`config.mk`:
```
export PLATFORM = sky130hd
export DESIGN_NAME = sct_cfg
export DESIGN_NICKNAME = d
export VERILOG_FILES = /design/src/rtl/sct_pkg.sv /design/src/rtl/sct_cfg.sv
export SDC_FILE = /design/constraint.sdc
export NUM_CORES = 1
export LEC_CHECK = 0
export ABC_AREA = 0
export BUFFER_PORTS_ARGS = -buffer_cell sky130_fd_sc_hd__buf_2
export CORE_AREA = 5 5 87 89
export DETAILED_ROUTE_END_ITERATION = 10
export DIE_AREA = 0 0 92 94
export PLACE_DENSITY_LB_ADDON = 0.3
export SETUP_SLACK_MARGIN = 0.3
export SLEW_MARGIN = 30
export SYNTH_ARGS = -nofsm -noshare
export SYNTH_HDL_FRONTEND = slang
export SYNTH_SLANG_ARGS = --single-unit
```
`constraint.sdc`:
```
create_clock -name clk_i -period 1.3 [get_ports clk_i]
set_clock_uncertainty 0.15 [all_clocks]
set_input_delay 0.195 -clock clk_i [delete_from_list [all_inputs] [get_ports clk_i]]
set_output_delay 0.195 -clock clk_i [all_outputs]
set_load 0.01 [all_outputs]
```
`src/rtl/sct_pkg.sv`:
```
// Shared types, constants and helpers for the sparse chunked tile store.
`timescale 1ns / 1ps
`default_nettype none

package sct_pkg;

  // Default build-time sizes
  localparam int CHUNK_SHIFT_DEF = 4;
  localparam int MAX_CHUNKS_DEF  = 4096;
  localparam int POOL_SLOTS_DEF  = 64;
  localparam int TILE_BITS_DEF   = 16;

  // Field and datapath widths
  localparam int COORD_W = 32;
  localparam int VALUE_W = 16;
  localparam int CNT_W   = 13;
  localparam int PROD_W  = 2 * CNT_W;
  localparam int IDX_W   = 40;
  localparam int APB_AW  = 4;
  localparam int APB_DW  = 32;

  // Register indexes (paddr[3:2])
  localparam logic [1:0] REG_CNT_X = 2'd0;
  localparam logic [1:0] REG_CNT_Y = 2'd1;
  localparam logic [1:0] REG_CNT_Z = 2'd2;

  // Register reset values
  localparam logic [CNT_W-1:0] CNT_X_RST = 13'd16;
  localparam logic [CNT_W-1:0] CNT_Y_RST = 13'd16;
  localparam logic [CNT_W-1:0] CNT_Z_RST = 13'd1;

  // Item actions
  localparam logic ACT_READ  = 1'b0;
  localparam logic ACT_WRITE = 1'b1;

  // Result status codes
  localparam logic [1:0] STATUS_OK    = 2'd0;
  localparam logic [1:0] STATUS_RANGE = 2'd1;
  localparam logic [1:0] STATUS_FULL  = 2'd2;

  // Tile values that mean empty, and the fill value of a fresh chunk
  localparam logic [VALUE_W-1:0] EMPTY_VAL_A = 16'd1;
  localparam logic [VALUE_W-1:0] EMPTY_VAL_B = 16'd3;
  localparam logic [VALUE_W-1:0] EMPTY_VAL_C = 16'd4;
  localparam int FILL_VAL = 1;

  typedef struct packed {
    logic               action;
    logic [COORD_W-1:0] abs_x;
    logic [COORD_W-1:0] abs_y;
    logic [COORD_W-1:0] abs_z;
    logic [VALUE_W-1:0] value;
  } req_t;

  typedef struct packed {
    logic [VALUE_W-1:0] tile_value;
    logic               is_empty;
    logic [1:0]         status;
  } rsp_t;

  typedef struct packed {
    logic [CNT_W-1:0] cnt_x;
    logic [CNT_W-1:0] cnt_y;
    logic [CNT_W-1:0] cnt_z;
  } cfg_t;

  function automatic logic empty_flag(input logic [VALUE_W-1:0] v);
    return (v == EMPTY_VAL_A) || (v == EMPTY_VAL_B) || (v == EMPTY_VAL_C);
  endfunction

endpackage

`default_nettype wire

```
`src/rtl/sct_cfg.sv`:
```
// APB register block holding the chunk counts.
`timescale 1ns / 1ps
`default_nettype none

module sct_cfg (
  input  wire logic                         clk_i,
  input  wire logic                         rst_ni,
  input  wire logic                         psel,
  input  wire logic                         penable,
  input  wire logic                         pwrite,
  input  wire logic [sct_pkg::APB_AW-1:0]   paddr,
  input  wire logic [sct_pkg::APB_DW-1:0]   pwdata,
  output logic      [sct_pkg::APB_DW-1:0]   prdata,
  output logic                              pready,
  output sct_pkg::cfg_t                     cfg_o
);

  sct_pkg::cfg_t cfg_q, cfg_d;
  logic          wr_en;
  logic [1:0]    reg_idx;

  assign pready  = 1'b1;
  assign wr_en   = psel && penable && pwrite && pready;
  assign reg_idx = paddr[3:2];

  // Decode the write
  always_comb begin
    cfg_d = cfg_q;
    if (wr_en) begin
      case (reg_idx)
        sct_pkg::REG_CNT_X: cfg_d.cnt_x = pwdata[sct_pkg::CNT_W-1:0];
        sct_pkg::REG_CNT_Y: cfg_d.cnt_y = pwdata[sct_pkg::CNT_W-1:0];
        sct_pkg::REG_CNT_Z: cfg_d.cnt_z = pwdata[sct_pkg::CNT_W-1:0];
        default: ;
      endcase
    end
  end

  always_ff @(posedge clk_i or negedge rst_ni) begin
    if (!rst_ni) begin
      cfg_q.cnt_x <= sct_pkg::CNT_X_RST;
      cfg_q.cnt_y <= sct_pkg::CNT_Y_RST;
      cfg_q.cnt_z <= sct_pkg::CNT_Z_RST;
    end else begin
      cfg_q <= cfg_d;
    end
  end

  // Read back
  always_comb begin
    case (reg_idx)
      sct_pkg::REG_CNT_X: prdata = sct_pkg::APB_DW'(cfg_q.cnt_x);
      sct_pkg::REG_CNT_Y: prdata = sct_pkg::APB_DW'(cfg_q.cnt_y);
      sct_pkg::REG_CNT_Z: prdata = sct_pkg::APB_DW'(cfg_q.cnt_z);
      default:            prdata = '0;
    endcase
  end

  assign cfg_o = cfg_q;

endmodule

`default_nettype wire

```
=== Word level (Yosys, flattened, before mapping) ===
Cells that the tools add are included.

* Flip-flop bits (word level): 39
* Output and inout bits: 72
* Word-level logic and storage cells: 12

* Equal/unequal tests: 2
* Multiplexer cells: 1
* Reductions and logical operators: 6

{| class="wikitable"
|+ Operators by type and width
! cell !! count
|-
| case mux 13 bit (3 select lines) || 1
|-
| AND reduction 2 bit || 3
|-
| equality test 2 x 1 -> 1 bit, second input constant || 1
|-
| equality test 2 bit, second input constant || 1
|-
| logical AND 1 bit || 2
|-
| zero test 2 bit || 1
|}

=== Longest topological paths before layout ===
Gate-level depths: netlist (run 1).

* Depth after elaboration: 3
* Depth in mapped cells: 5

=== Least setup slack after synthesis (run 1) ===
OpenSTA, ideal clock, no wires.

* Path kind: input-to-reg
* From: input port paddr[2] (netlist name)
* To: register cfg_q (netlist bit cfg_o[26])
* Arrival time: 1.273 ns
* Data required time: 1.025 ns
* Setup slack: -0.247 ns
* Cell stages on the path: 4
* Path buffers: 2
* Cells stage by stage: buf_4 nor3_1 buf_4 mux2_2

* Cells in the longest elaborated chain, start to end: 2

{| class="wikitable"
|+ RTL lines
! what !! RTL line !! source
|-
| start: declaration || sct_cfg.sv:11 || <nowiki>input wire logic [sct_pkg::APB_AW-1:0] paddr,</nowiki>
|-
| zero test 2 bit || sct_cfg.sv:30 || <nowiki>case (reg_idx)</nowiki>
|-
| AND reduction 2 bit (no line) || -- ||
|-
| end signal: assignment || sct_cfg.sv:45 || <nowiki>cfg_q <= cfg_d;</nowiki>
|-
| end: declaration || sct_cfg.sv:18 || <nowiki>sct_pkg::cfg_t cfg_q, cfg_d;</nowiki>
|}

No other way between the ends.
A chain may end at the register's enable or synchronous reset.

=== Final worst setup path (run 1) ===
* From: register cfg_q (netlist bit cfg_o[17])
* To: output port prdata[4] (netlist name)

* Cells in the longest elaborated chain, start to end: 1

{| class="wikitable"
|+ RTL lines
! what !! RTL line !! source
|-
| case mux 13 bit (3 select lines) || sct_cfg.sv:51 || <nowiki>case (reg_idx)</nowiki>
|-
| end: declaration || sct_cfg.sv:13 || <nowiki>output logic [sct_pkg::APB_DW-1:0] prdata,</nowiki>
|}

No other way between the ends.

==> impl_metrics.tcl, run 1 <==
set metrics [dict create \
    hold_violations 0 \
    diodes 0 \
    synthMuxAreaShare 0.3121 \
    critPathArrivalTime_ns 1.15 \
    rr_startpoint "cfg_o[15]" \
    drv_slew 0 \
    fin_crit_ns 1.493 \
    synth_fa_ha_area_frac 0 \
    grt_pass1_wl_mm 8.569 \
    wl_mm 5.659 \
    clkSinkCount 39 \
    synth_top_family_by_area "multiplexers" \
    crit_slowest_cell "dfstp_2" \
    grt_max_degree 22 \
    path_buf_inv 1 \
    worstPathRequired_ns 0.95 \
    synthArstFlopShare 1.000 \
    min-delay-start "pwdata[7]" \
    clk_pin_slew_ns 0.08 \
    hpwl_mm 4.018 \
    first_iter_violations 41 \
    yosysTopAreaCellShare 0.4633 \
    clk_latency_ns 0.28 \
    synth_compound_area_frac 0.03346 \
    outcome "finished, violations left" \
    synth-main-ff-cell "dfrtp_1" \
    setup_ws_ns -0.1931 \
    ios 113 \
    die_area_um2 8648 \
    area_delta_synth_final_pct 68.34 \
    synthCells 152 \
    largest_reg_flops 39 \
    synth_xor_area_frac 0 \
    vias 1546 \
    synth_area_um2 1944 \
    htreeDepth 2 \
    grt_setup_unrepaired "yes" \
    violations "negative setup slack" \
    synth_cell_types 17 \
    cp-end-kind "primary output" \
    cts_tree "built" \
    ys_ff_latch 39 \
    synth.most_common_cell "dfrtp_1" \
    antenna_found_initial 0 \
    worstReg2RegEnd "cfg_o[15]" \
    synth_area_leader_cell "dfrtp_1" \
    path_max_fanout 2 \
    max-vdd-ir-drop_mv 0.6820 \
    path_class "reg -> out" \
    crit_path_cell_trace "mux2i_1 -> o21ai_1 -> buf_2" \
    fmax_mhz 669.7 \
    drive_above_1_share 0.6631 \
    grt_usage 0.1285 \
    fp-row-count 30 \
    synthTopCellsByArea "dfrtp_1 (46%), mux2_2 (17%), buf_4 (8.5%), mux2_4 (7.7%), mux2i_1 (6.7%)" \
    rrSetupSlack_ns 0.05 \
    placed_area_um2 2477 \
    hp-class "in -> reg" \
    clockBufferDepth 2 \
    leakagePower_nw 1.693 \
    firstDrtPassIters 4 \
    setup_violations 21 \
    hold_path_depth 2 \
    totalPowerFinal_mw 4.928 \
    ant_nets 0 \
    viasPerCell 4.306 \
    postSynthAreaPerCell_um2 12.79 \
    io_buffers 71 \
    r2r_cells 4 \
    yosys.area_share.simple 0.04440 \
    layout.nets 319 \
    grt_pass1_vias 1642 \
    synthTopCellsByCount "dfrtp_1 (36), mux2_2 (29), buf_4 (22)" \
    core_area_um2 6681 \
    yosysSeqAreaShare 0.5039 \
    instances_no_fill 359 \
    grt_overflow 0 \
    drt-wirelength-per-cell_um 15.76 \
    initial_core_util 0.2910 \
    power_density_nw_per_um2 1506 \
    max_cap_violations 0 \
    synth_edf_count 0 \
    hold-path-endpoint "cfg_o[7]" \
    finalSetupTns_ns -1.843 \
    numCtsBuffers 5 \
    die_x_um 92 \
    cp-start-kind "register" \
    die_h_um 94 \
    drc 0 \
    postLayoutCellArea_um2 3273 \
    cts-root-buf "clkbuf_8" \
    cp_top_family "flip-flops" \
    yosysWarnings 0 \
    placedCellCount 309 \
    max_stage_delay_ns 0.55 \
    gp_congestion 0.7238 \
    final_util 0.4899 \
    finalCritPeriodShare 1.149 \
]
## layer usage
layer | up-vias | global-route usage | wire length [um]
met2 | 67 | 0.2099 | 2685
li1 | 737 | - | -
met4 | 0 | 0.03589 | 63
met1 | 734 | 0.1612 | 2450
met3 | 8 | 0.04487 | 459
met5 | - | 0 | 0
## area by class of cell
cell class                 instances  area, um2
fill                             614       3408
timing repair buffer             129       1142
sequential                        39      979.7
multi-input combinational        103      933.4
tap                               80      100.1
clock buffer                       6      82.58
clock inverter                     2      35.03
## worst reg2reg max path: cells and delay by family, from the launching register on
| family | cells | cell delay, ns |
|---|---|---|
| buffers and inverters | 3 | 0.34 |
| DFF | 1 | 0.41 |
| muxes | 1 | 0.24 |
## how the worst max path moves through the flow
stage | from | endpoint | depth (start not counted)
CTS | cfg_o[17] | prdata[4] | 3
detailed placement | pwrite | cfg_o[23] | 5
global placement | pwrite | cfg_o[20] | 5
floorplan | paddr[2] | cfg_o[15] | 5
finish | cfg_o[17] | prdata[4] | 3
global route | cfg_o[17] | prdata[4] | 3
## power breakdown
| group | total (mW) | switching (mW) | internal (mW) |
|---|---|---|---|
| sequential | 1.73 | 0.221 | 1.51 |
| clock | 1.06 | 0.435 | 0.621 |
| combinational | 2.14 | 0.768 | 1.37 |
## stage by stage
step | worst slack, ns | hold WS, ns
6_report | -0.1931 | 0.01326
5_1_grt | -0.2630 | 0.004758
4_1_cts | -0.2267 | 0.003192
3_5_place_dp | -0.2456 | 0.02832
3_3_place_gp | -0.2314 | 0.03146
2_1_floorplan | -0.1784 | -0.2506
## cells in the final DEF (no fill, tap or decap), drive strengths merged
master / instances
clkbuf: 6
nor3b: 1
conb: 20
o21ai: 13
dlygate4sd3: 1
mux2i: 13
buf: 128
nand3: 1
bufinv: 1
dfrtp: 36
nor3: 1
nor2b: 1
clkinv: 1
dfstp: 3
nand2: 13
mux2: 39
or3b: 1
## timing repair
| action | 4_1_cts | 5_1_grt |
|---|---|---|
| resized for setup | 56 | 26 |
| setup buffers | 28 | 13 |
| endpoints found under the hold margin | 39 | 0 |
| gates cloned | 0 | 0 |
| pin swaps | 3 | 4 |
| setup endpoints to repair | 91 | 91 |
| hold buffers | 1 | 0 |
## kinds of logic after synthesis
| family | count (synthesis) |
|---|---|
| multiplexers | 52 |
| other | 2 |
| AND/OR/NAND/NOR | 18 |
| AO/OA/AOI/OAI | 13 |
| buffers and inverters | 28 |
| flip-flops | 39 |
Note: power is estimated with default switching activity, not from simulation.
==> run 2, diff against run 1 <==
CTS_BUF_LIST = sky130_fd_sc_hd__clkbuf_16   (was unset)
==> run 2 against run 1 <==
  * The flow still finishes with violations (negative setup slack)
  * Register-to-register slack hardly changed
  * First-iteration DRC count decreased by 4.9%
  * Worst hold slack better by 0.016 ns
  * Global-route usage decreased by 0.34 points
  * Design area down 0.34%
  * Non-clock buffer count is 4 lower
  * Clock power is 28% higher
  * Wire length fell by 1.1%
  * Maximum frequency is 1.3% higher
  * Critical path type unchanged
  * Largest cell class unchanged
  * Largest power group unchanged
==> impl_metrics.tcl, run 2 (synthesis results as in run 1) <==
set metrics [dict create \
    wl_mm 5.594 \
    gp_congestion 0.7238 \
    hold_violations 0 \
    outcome "finished, violations left" \
    drc 0 \
    cp-end-kind "primary output" \
    violations "negative setup slack" \
    grt_setup_unrepaired "yes" \
    grt_pass1_wl_mm 8.335 \
    placedCellCount 309 \
    io_buffers 71 \
    firstDrtPassIters 4 \
    leakagePower_nw 1.683 \
    grt_usage 0.1251 \
    final_common_cell "buf_6" \
    drv_slew 0 \
    first_iter_violations 39 \
    internal-power_mw 3.717 \
    r2r_cells 4 \
    fillers 615 \
    layout_common_cells "buf_6 (55), buf_2 (42), dfrtp_1 (36), mux2_4 (26), buf_4 (22)" \
    postLayoutCellArea_um2 3262 \
    htreeDepth 2 \
    area_delta_synth_final_pct 67.76 \
    critPathArrivalTime_ns 1.13 \
    max_stage_delay_ns 0.54 \
    cts-root-buf "clkbuf_16" \
    max_cap_violations 0 \
    die_h_um 94 \
    hpwl_mm 4.018 \
    placed_area_um2 2477 \
    grt_max_degree 22 \
    max-vdd-ir-drop_mv 0.8167 \
    die_area_um2 8648 \
    p_clk_frac 0.264 \
    numCtsBuffers 5 \
    p_switching_mw 1.443 \
    antenna_found_initial 0 \
    grt_overflow 0 \
    viasPerCell 4.335 \
    finalSetupTns_ns -1.544 \
    dp_worst_setup_slack_ns -0.2456 \
    seqPwrFrac 0.338 \
    initial_core_util 0.2910 \
    path_class "reg -> out" \
    largest_reg_flops 39 \
    drive_above_1_share 0.6545 \
    combinationalPowerShare 0.398 \
    ios 113 \
    setup_violations 18 \
    path_max_fanout 2 \
    grt_pass1_vias 1570 \
    vias 1539 \
    swShare 0.2797 \
    ant_nets 0 \
    clk_pin_slew_ns 0.06 \
    finalCritPeriodShare 1.133 \
    die_x_um 92 \
    clkSinkCount 39 \
    fin_crit_ns 1.473 \
    worstPathRequired_ns 0.95 \
    crit_path_cell_trace "mux2i_1 -> o21ai_1 -> buf_2" \
    cp-start-kind "register" \
    fmax_mhz 678.7 \
    power_density_nw_per_um2 1582 \
    drt-wirelength-per-cell_um 15.76 \
    crit_slowest_cell "dfstp_2" \
    core_area_um2 6681 \
    instances_no_fill 355 \
    fp-row-count 30 \
    diodes 0 \
    clk_latency_ns 0.28 \
    clockBufferDepth 2 \
    cts_tree "built" \
    hp-class "in -> reg" \
    layout.nets 315 \
    hold_path_depth 2 \
    setup_ws_ns -0.1734 \
]
run 2: path summary, 6_finish.rpt:
path | from | to | slack [ns]
setup / recovery | cfg_o[17] | prdata[4] | -0.17
hold / removal | pwdata[7] | cfg_o[7] | 0.03
setup reg to reg | cfg_o[15] | cfg_o[15] | 0.05
max in group asynchronous | rst_ni | cfg_o[17] | 0.47
min in group asynchronous | rst_ni | cfg_o[34] | 0.26
hold reg to reg | cfg_o[34] | cfg_o[34] | 0.38
run 2: power groups by stage:
stage	Combinational, mW	Clock, mW	Sequential (mW)
floorplan	0.620	0	1.86
global placement	1.24	0	1.76
finish	2.05	1.36	1.74
detailed placement	1.26	0	1.77
global route	2.20	1.45	1.77
CTS	1.68	1.39	1.74
run 2: metrics by stage:
stage,hold WS [ns],power [mW],util
6_report,0.02923,5.160,0.4882
5_1_grt,0.02635,5.428,0.4882
4_1_cts,0.02359,4.801,0.4463
3_5_place_dp,0.02832,3.027,0.3708
3_3_place_gp,0.03146,3.000,0.3708
2_1_floorplan,-0.2506,2.482,-
run 2: repair_timing:
action | 4_1_cts | 5_1_grt
resized for setup | 41 | 34
endpoints found under the setup margin | 91 | 91
hold buffers | 1 | 0
pin swaps | 1 | 0
endpoints found under the hold margin | 39 | 0
setup buffers | 19 | 18
run 2: cell type report:
cell class | instances | area (um2) | share of cell area
clock buffer | 5 | 125.1 | 0.03836
clock inverter | 3 | 38.79 | 0.01189
multi-input combinational | 103 | 928.4 | 0.2846
sequential | 39 | 979.7 | 0.3003
tap | 80 | 100.1 | 0.03069
timing repair buffer | 125 | 1090 | 0.3341
run 2: routing by layer:
metal,global-route usage,wire length [um]
met2,0.1995,2628
met4,0.03589,68
met5,0,0
met1,0.1598,2452
met3,0.04487,445
run 2: worst max-delay path, delay by kind of cell, from the launching register on:
kind	cells	cell delay, ns
buf+inv	1	0.14
mux	1	0.07
compound gates	1	0.11
flops	1	0.54
==> run 3, diff against run 2 <==
CELL_PAD_IN_SITES_DETAIL_PLACEMENT = 1   (was unset)
CELL_PAD_IN_SITES_GLOBAL_PLACEMENT = 1   (was unset)
CORE_AREA = 5 5 88 90   (was 5 5 87 89)
DIE_AREA = 0 0 93 95   (was 0 0 92 94)
==> run 3 against run 2 <==
  * The flow still finishes with violations (negative setup slack)
  * Design area rose by 2.6%
  * Setup slack gained 0.0052 ns
  * Critical path depth unchanged
  * Flip-flop and latch count unchanged
  * Combinational power hardly changed
  * Maximum frequency is 0.36% higher
  * Highest routed layer unchanged
==> impl_metrics.tcl, run 3 (synthesis results as in run 1) <==
set metrics [dict create \
    fmax_mhz 681.1 \
    core_area_um2 6982 \
    final_util 0.4794 \
    largest_reg_flops 39 \
    grt_pass1_vias 1753 \
    io_buffers 71 \
    totalPowerFinal_mw 5.003 \
    max_stage_delay_ns 0.53 \
    final_common_cell "buf_6" \
    worstPathRequired_ns 0.95 \
    path_class "reg -> out" \
    grt_max_degree 40 \
    wl_mm 6.027 \
    grt_pass1_wl_mm 9.128 \
    grt_overflow 0 \
    numCtsBuffers 5 \
    drive_above_1_share 0.6713 \
    layout.nets 326 \
    area_delta_synth_final_pct 72.14 \
    grt_usage 0.1349 \
    die_area_um2 8835 \
    viasPerCell 4.293 \
    fillers 754 \
    fp-row-count 31 \
    drc 0 \
    power_density_nw_per_um2 1495 \
    cts_tree "built" \
    fin_crit_ns 1.468 \
    clk_latency_ns 0.28 \
    antenna_found_initial 0 \
    clkSinkCount 39 \
    cts-root-buf "clkbuf_16" \
    die_h_um 95 \
    multi_input_area_um2 933.4 \
    ant_nets 0 \
    max-vdd-ir-drop_mv 0.7153 \
    hpwl_mm 4.018 \
    path_buf_inv 1 \
    cp-end-kind "primary output" \
    initial_core_util 0.2785 \
    critPathArrivalTime_ns 1.12 \
    gp_congestion 0.7106 \
    diodes 0 \
    path_max_fanout 2 \
    cp_top_family "flip-flops" \
    drv_slew 0 \
    cp-start-kind "register" \
    vias 1580 \
    layout_common_cells "buf_6 (52), buf_2 (49), dfrtp_1 (36), buf_4 (28), mux2_4 (26)" \
    grt_setup_unrepaired "yes" \
    drt-wirelength-per-cell_um 16.38 \
    finalSetupTns_ns -1.507 \
    final.hold.worst_slack_ns 0.02733 \
    leakagePower_nw 1.733 \
    crit_slowest_cell "dfstp_2" \
    clockBufferDepth 2 \
    finalCritPeriodShare 1.129 \
    clk_pin_slew_ns 0.06 \
    register_area_um2 979.7 \
    first_iter_violations 16 \
    ios 113 \
    setup_ws_ns -0.1682 \
    die_x_um 93 \
    htreeDepth 2 \
    violations "negative setup slack" \
    firstDrtPassIters 4 \
    outcome "finished, violations left" \
    crit_path_cell_trace "mux2i_1 -> o21ai_1 -> buf_2" \
    max_cap_violations 0 \
    dp_worst_setup_slack_ns -0.2507 \
    setup_violations 24 \
    hp-class "in -> reg" \
    hold_violations 0 \
]
[run 3: changes by cell type in the layout (fill, tap and decap cells not counted)]
cell / delta
buf_12: +2
buf_16: +2
buf_2: +7
buf_4: +6
buf_6: -3
buf_8: -3
bufinv_16: -1
clkinv_1: -1
clkinvlp_4: +2
nor2b_2: -1
nor2b_4: +1
[run 3: power by group]
| group | internal [mW] | switching (mW) | total [mW] |
|---|---|---|---|
| Clock | 0.706 | 0.482 | 1.19 |
| Sequential | 1.52 | 0.225 | 1.74 |
| Combinational | 1.32 | 0.758 | 2.07 |
| Total | 3.54 | 1.46 | 5.00 |
[run 3: per-stage QoR]
step	area [um2]	instances
3_5_place_dp	2510	310
5_1_grt	3347	368
3_3_place_gp	2510	310
6_report	3347	368
4_1_cts	3182	354
2_1_floorplan	2121	170
[run 3: area by class of cell]
| cell class | instances | area share |
|---|---|---|
| multi-input combinational | 103 | 0.2789 |
| sequential | 39 | 0.2927 |
| tap | 82 | 0.03065 |
| timing repair buffer | 136 | 0.3544 |
| clock inverter | 3 | 0.005981 |
| clock buffer | 5 | 0.03738 |
[run 3: worst paths after layout]
path	startpoint	to	slack [ns]	depth (start not counted)
worst min-delay path	pwdata[8]	cfg_o[8]	0.03	2
min in group asynchronous	rst_ni	cfg_o[18]	0.27	3
worst max register to register	cfg_o[20]	cfg_o[20]	0.07	4
worst min register to register	cfg_o[38]	cfg_o[38]	0.38	1
max in group asynchronous	rst_ni	cfg_o[0]	0.46	3
worst max-delay path	cfg_o[17]	prdata[4]	-0.17	3
[run 3: what timing repair did]
| action | CTS | global route |
|---|---|---|
| gates resized for setup | 47 | 15 |
| cloned | 2 | 0 |
| pin swaps | 3 | 4 |
| hold buffers | 1 | 0 |
| endpoints found under the hold margin | 39 | 0 |
| endpoints found under the setup margin | 91 | 91 |
| setup buffers | 33 | 14 |
[run 3: metal layers]
layer  global-route usage  share of wire  up-vias
li1                     -              -      749
met1               0.1624           0.42      772
met2               0.2430           0.52       53
met3              0.02789          0.052        6
met4              0.03907          0.016        0
met5                    0              0        -
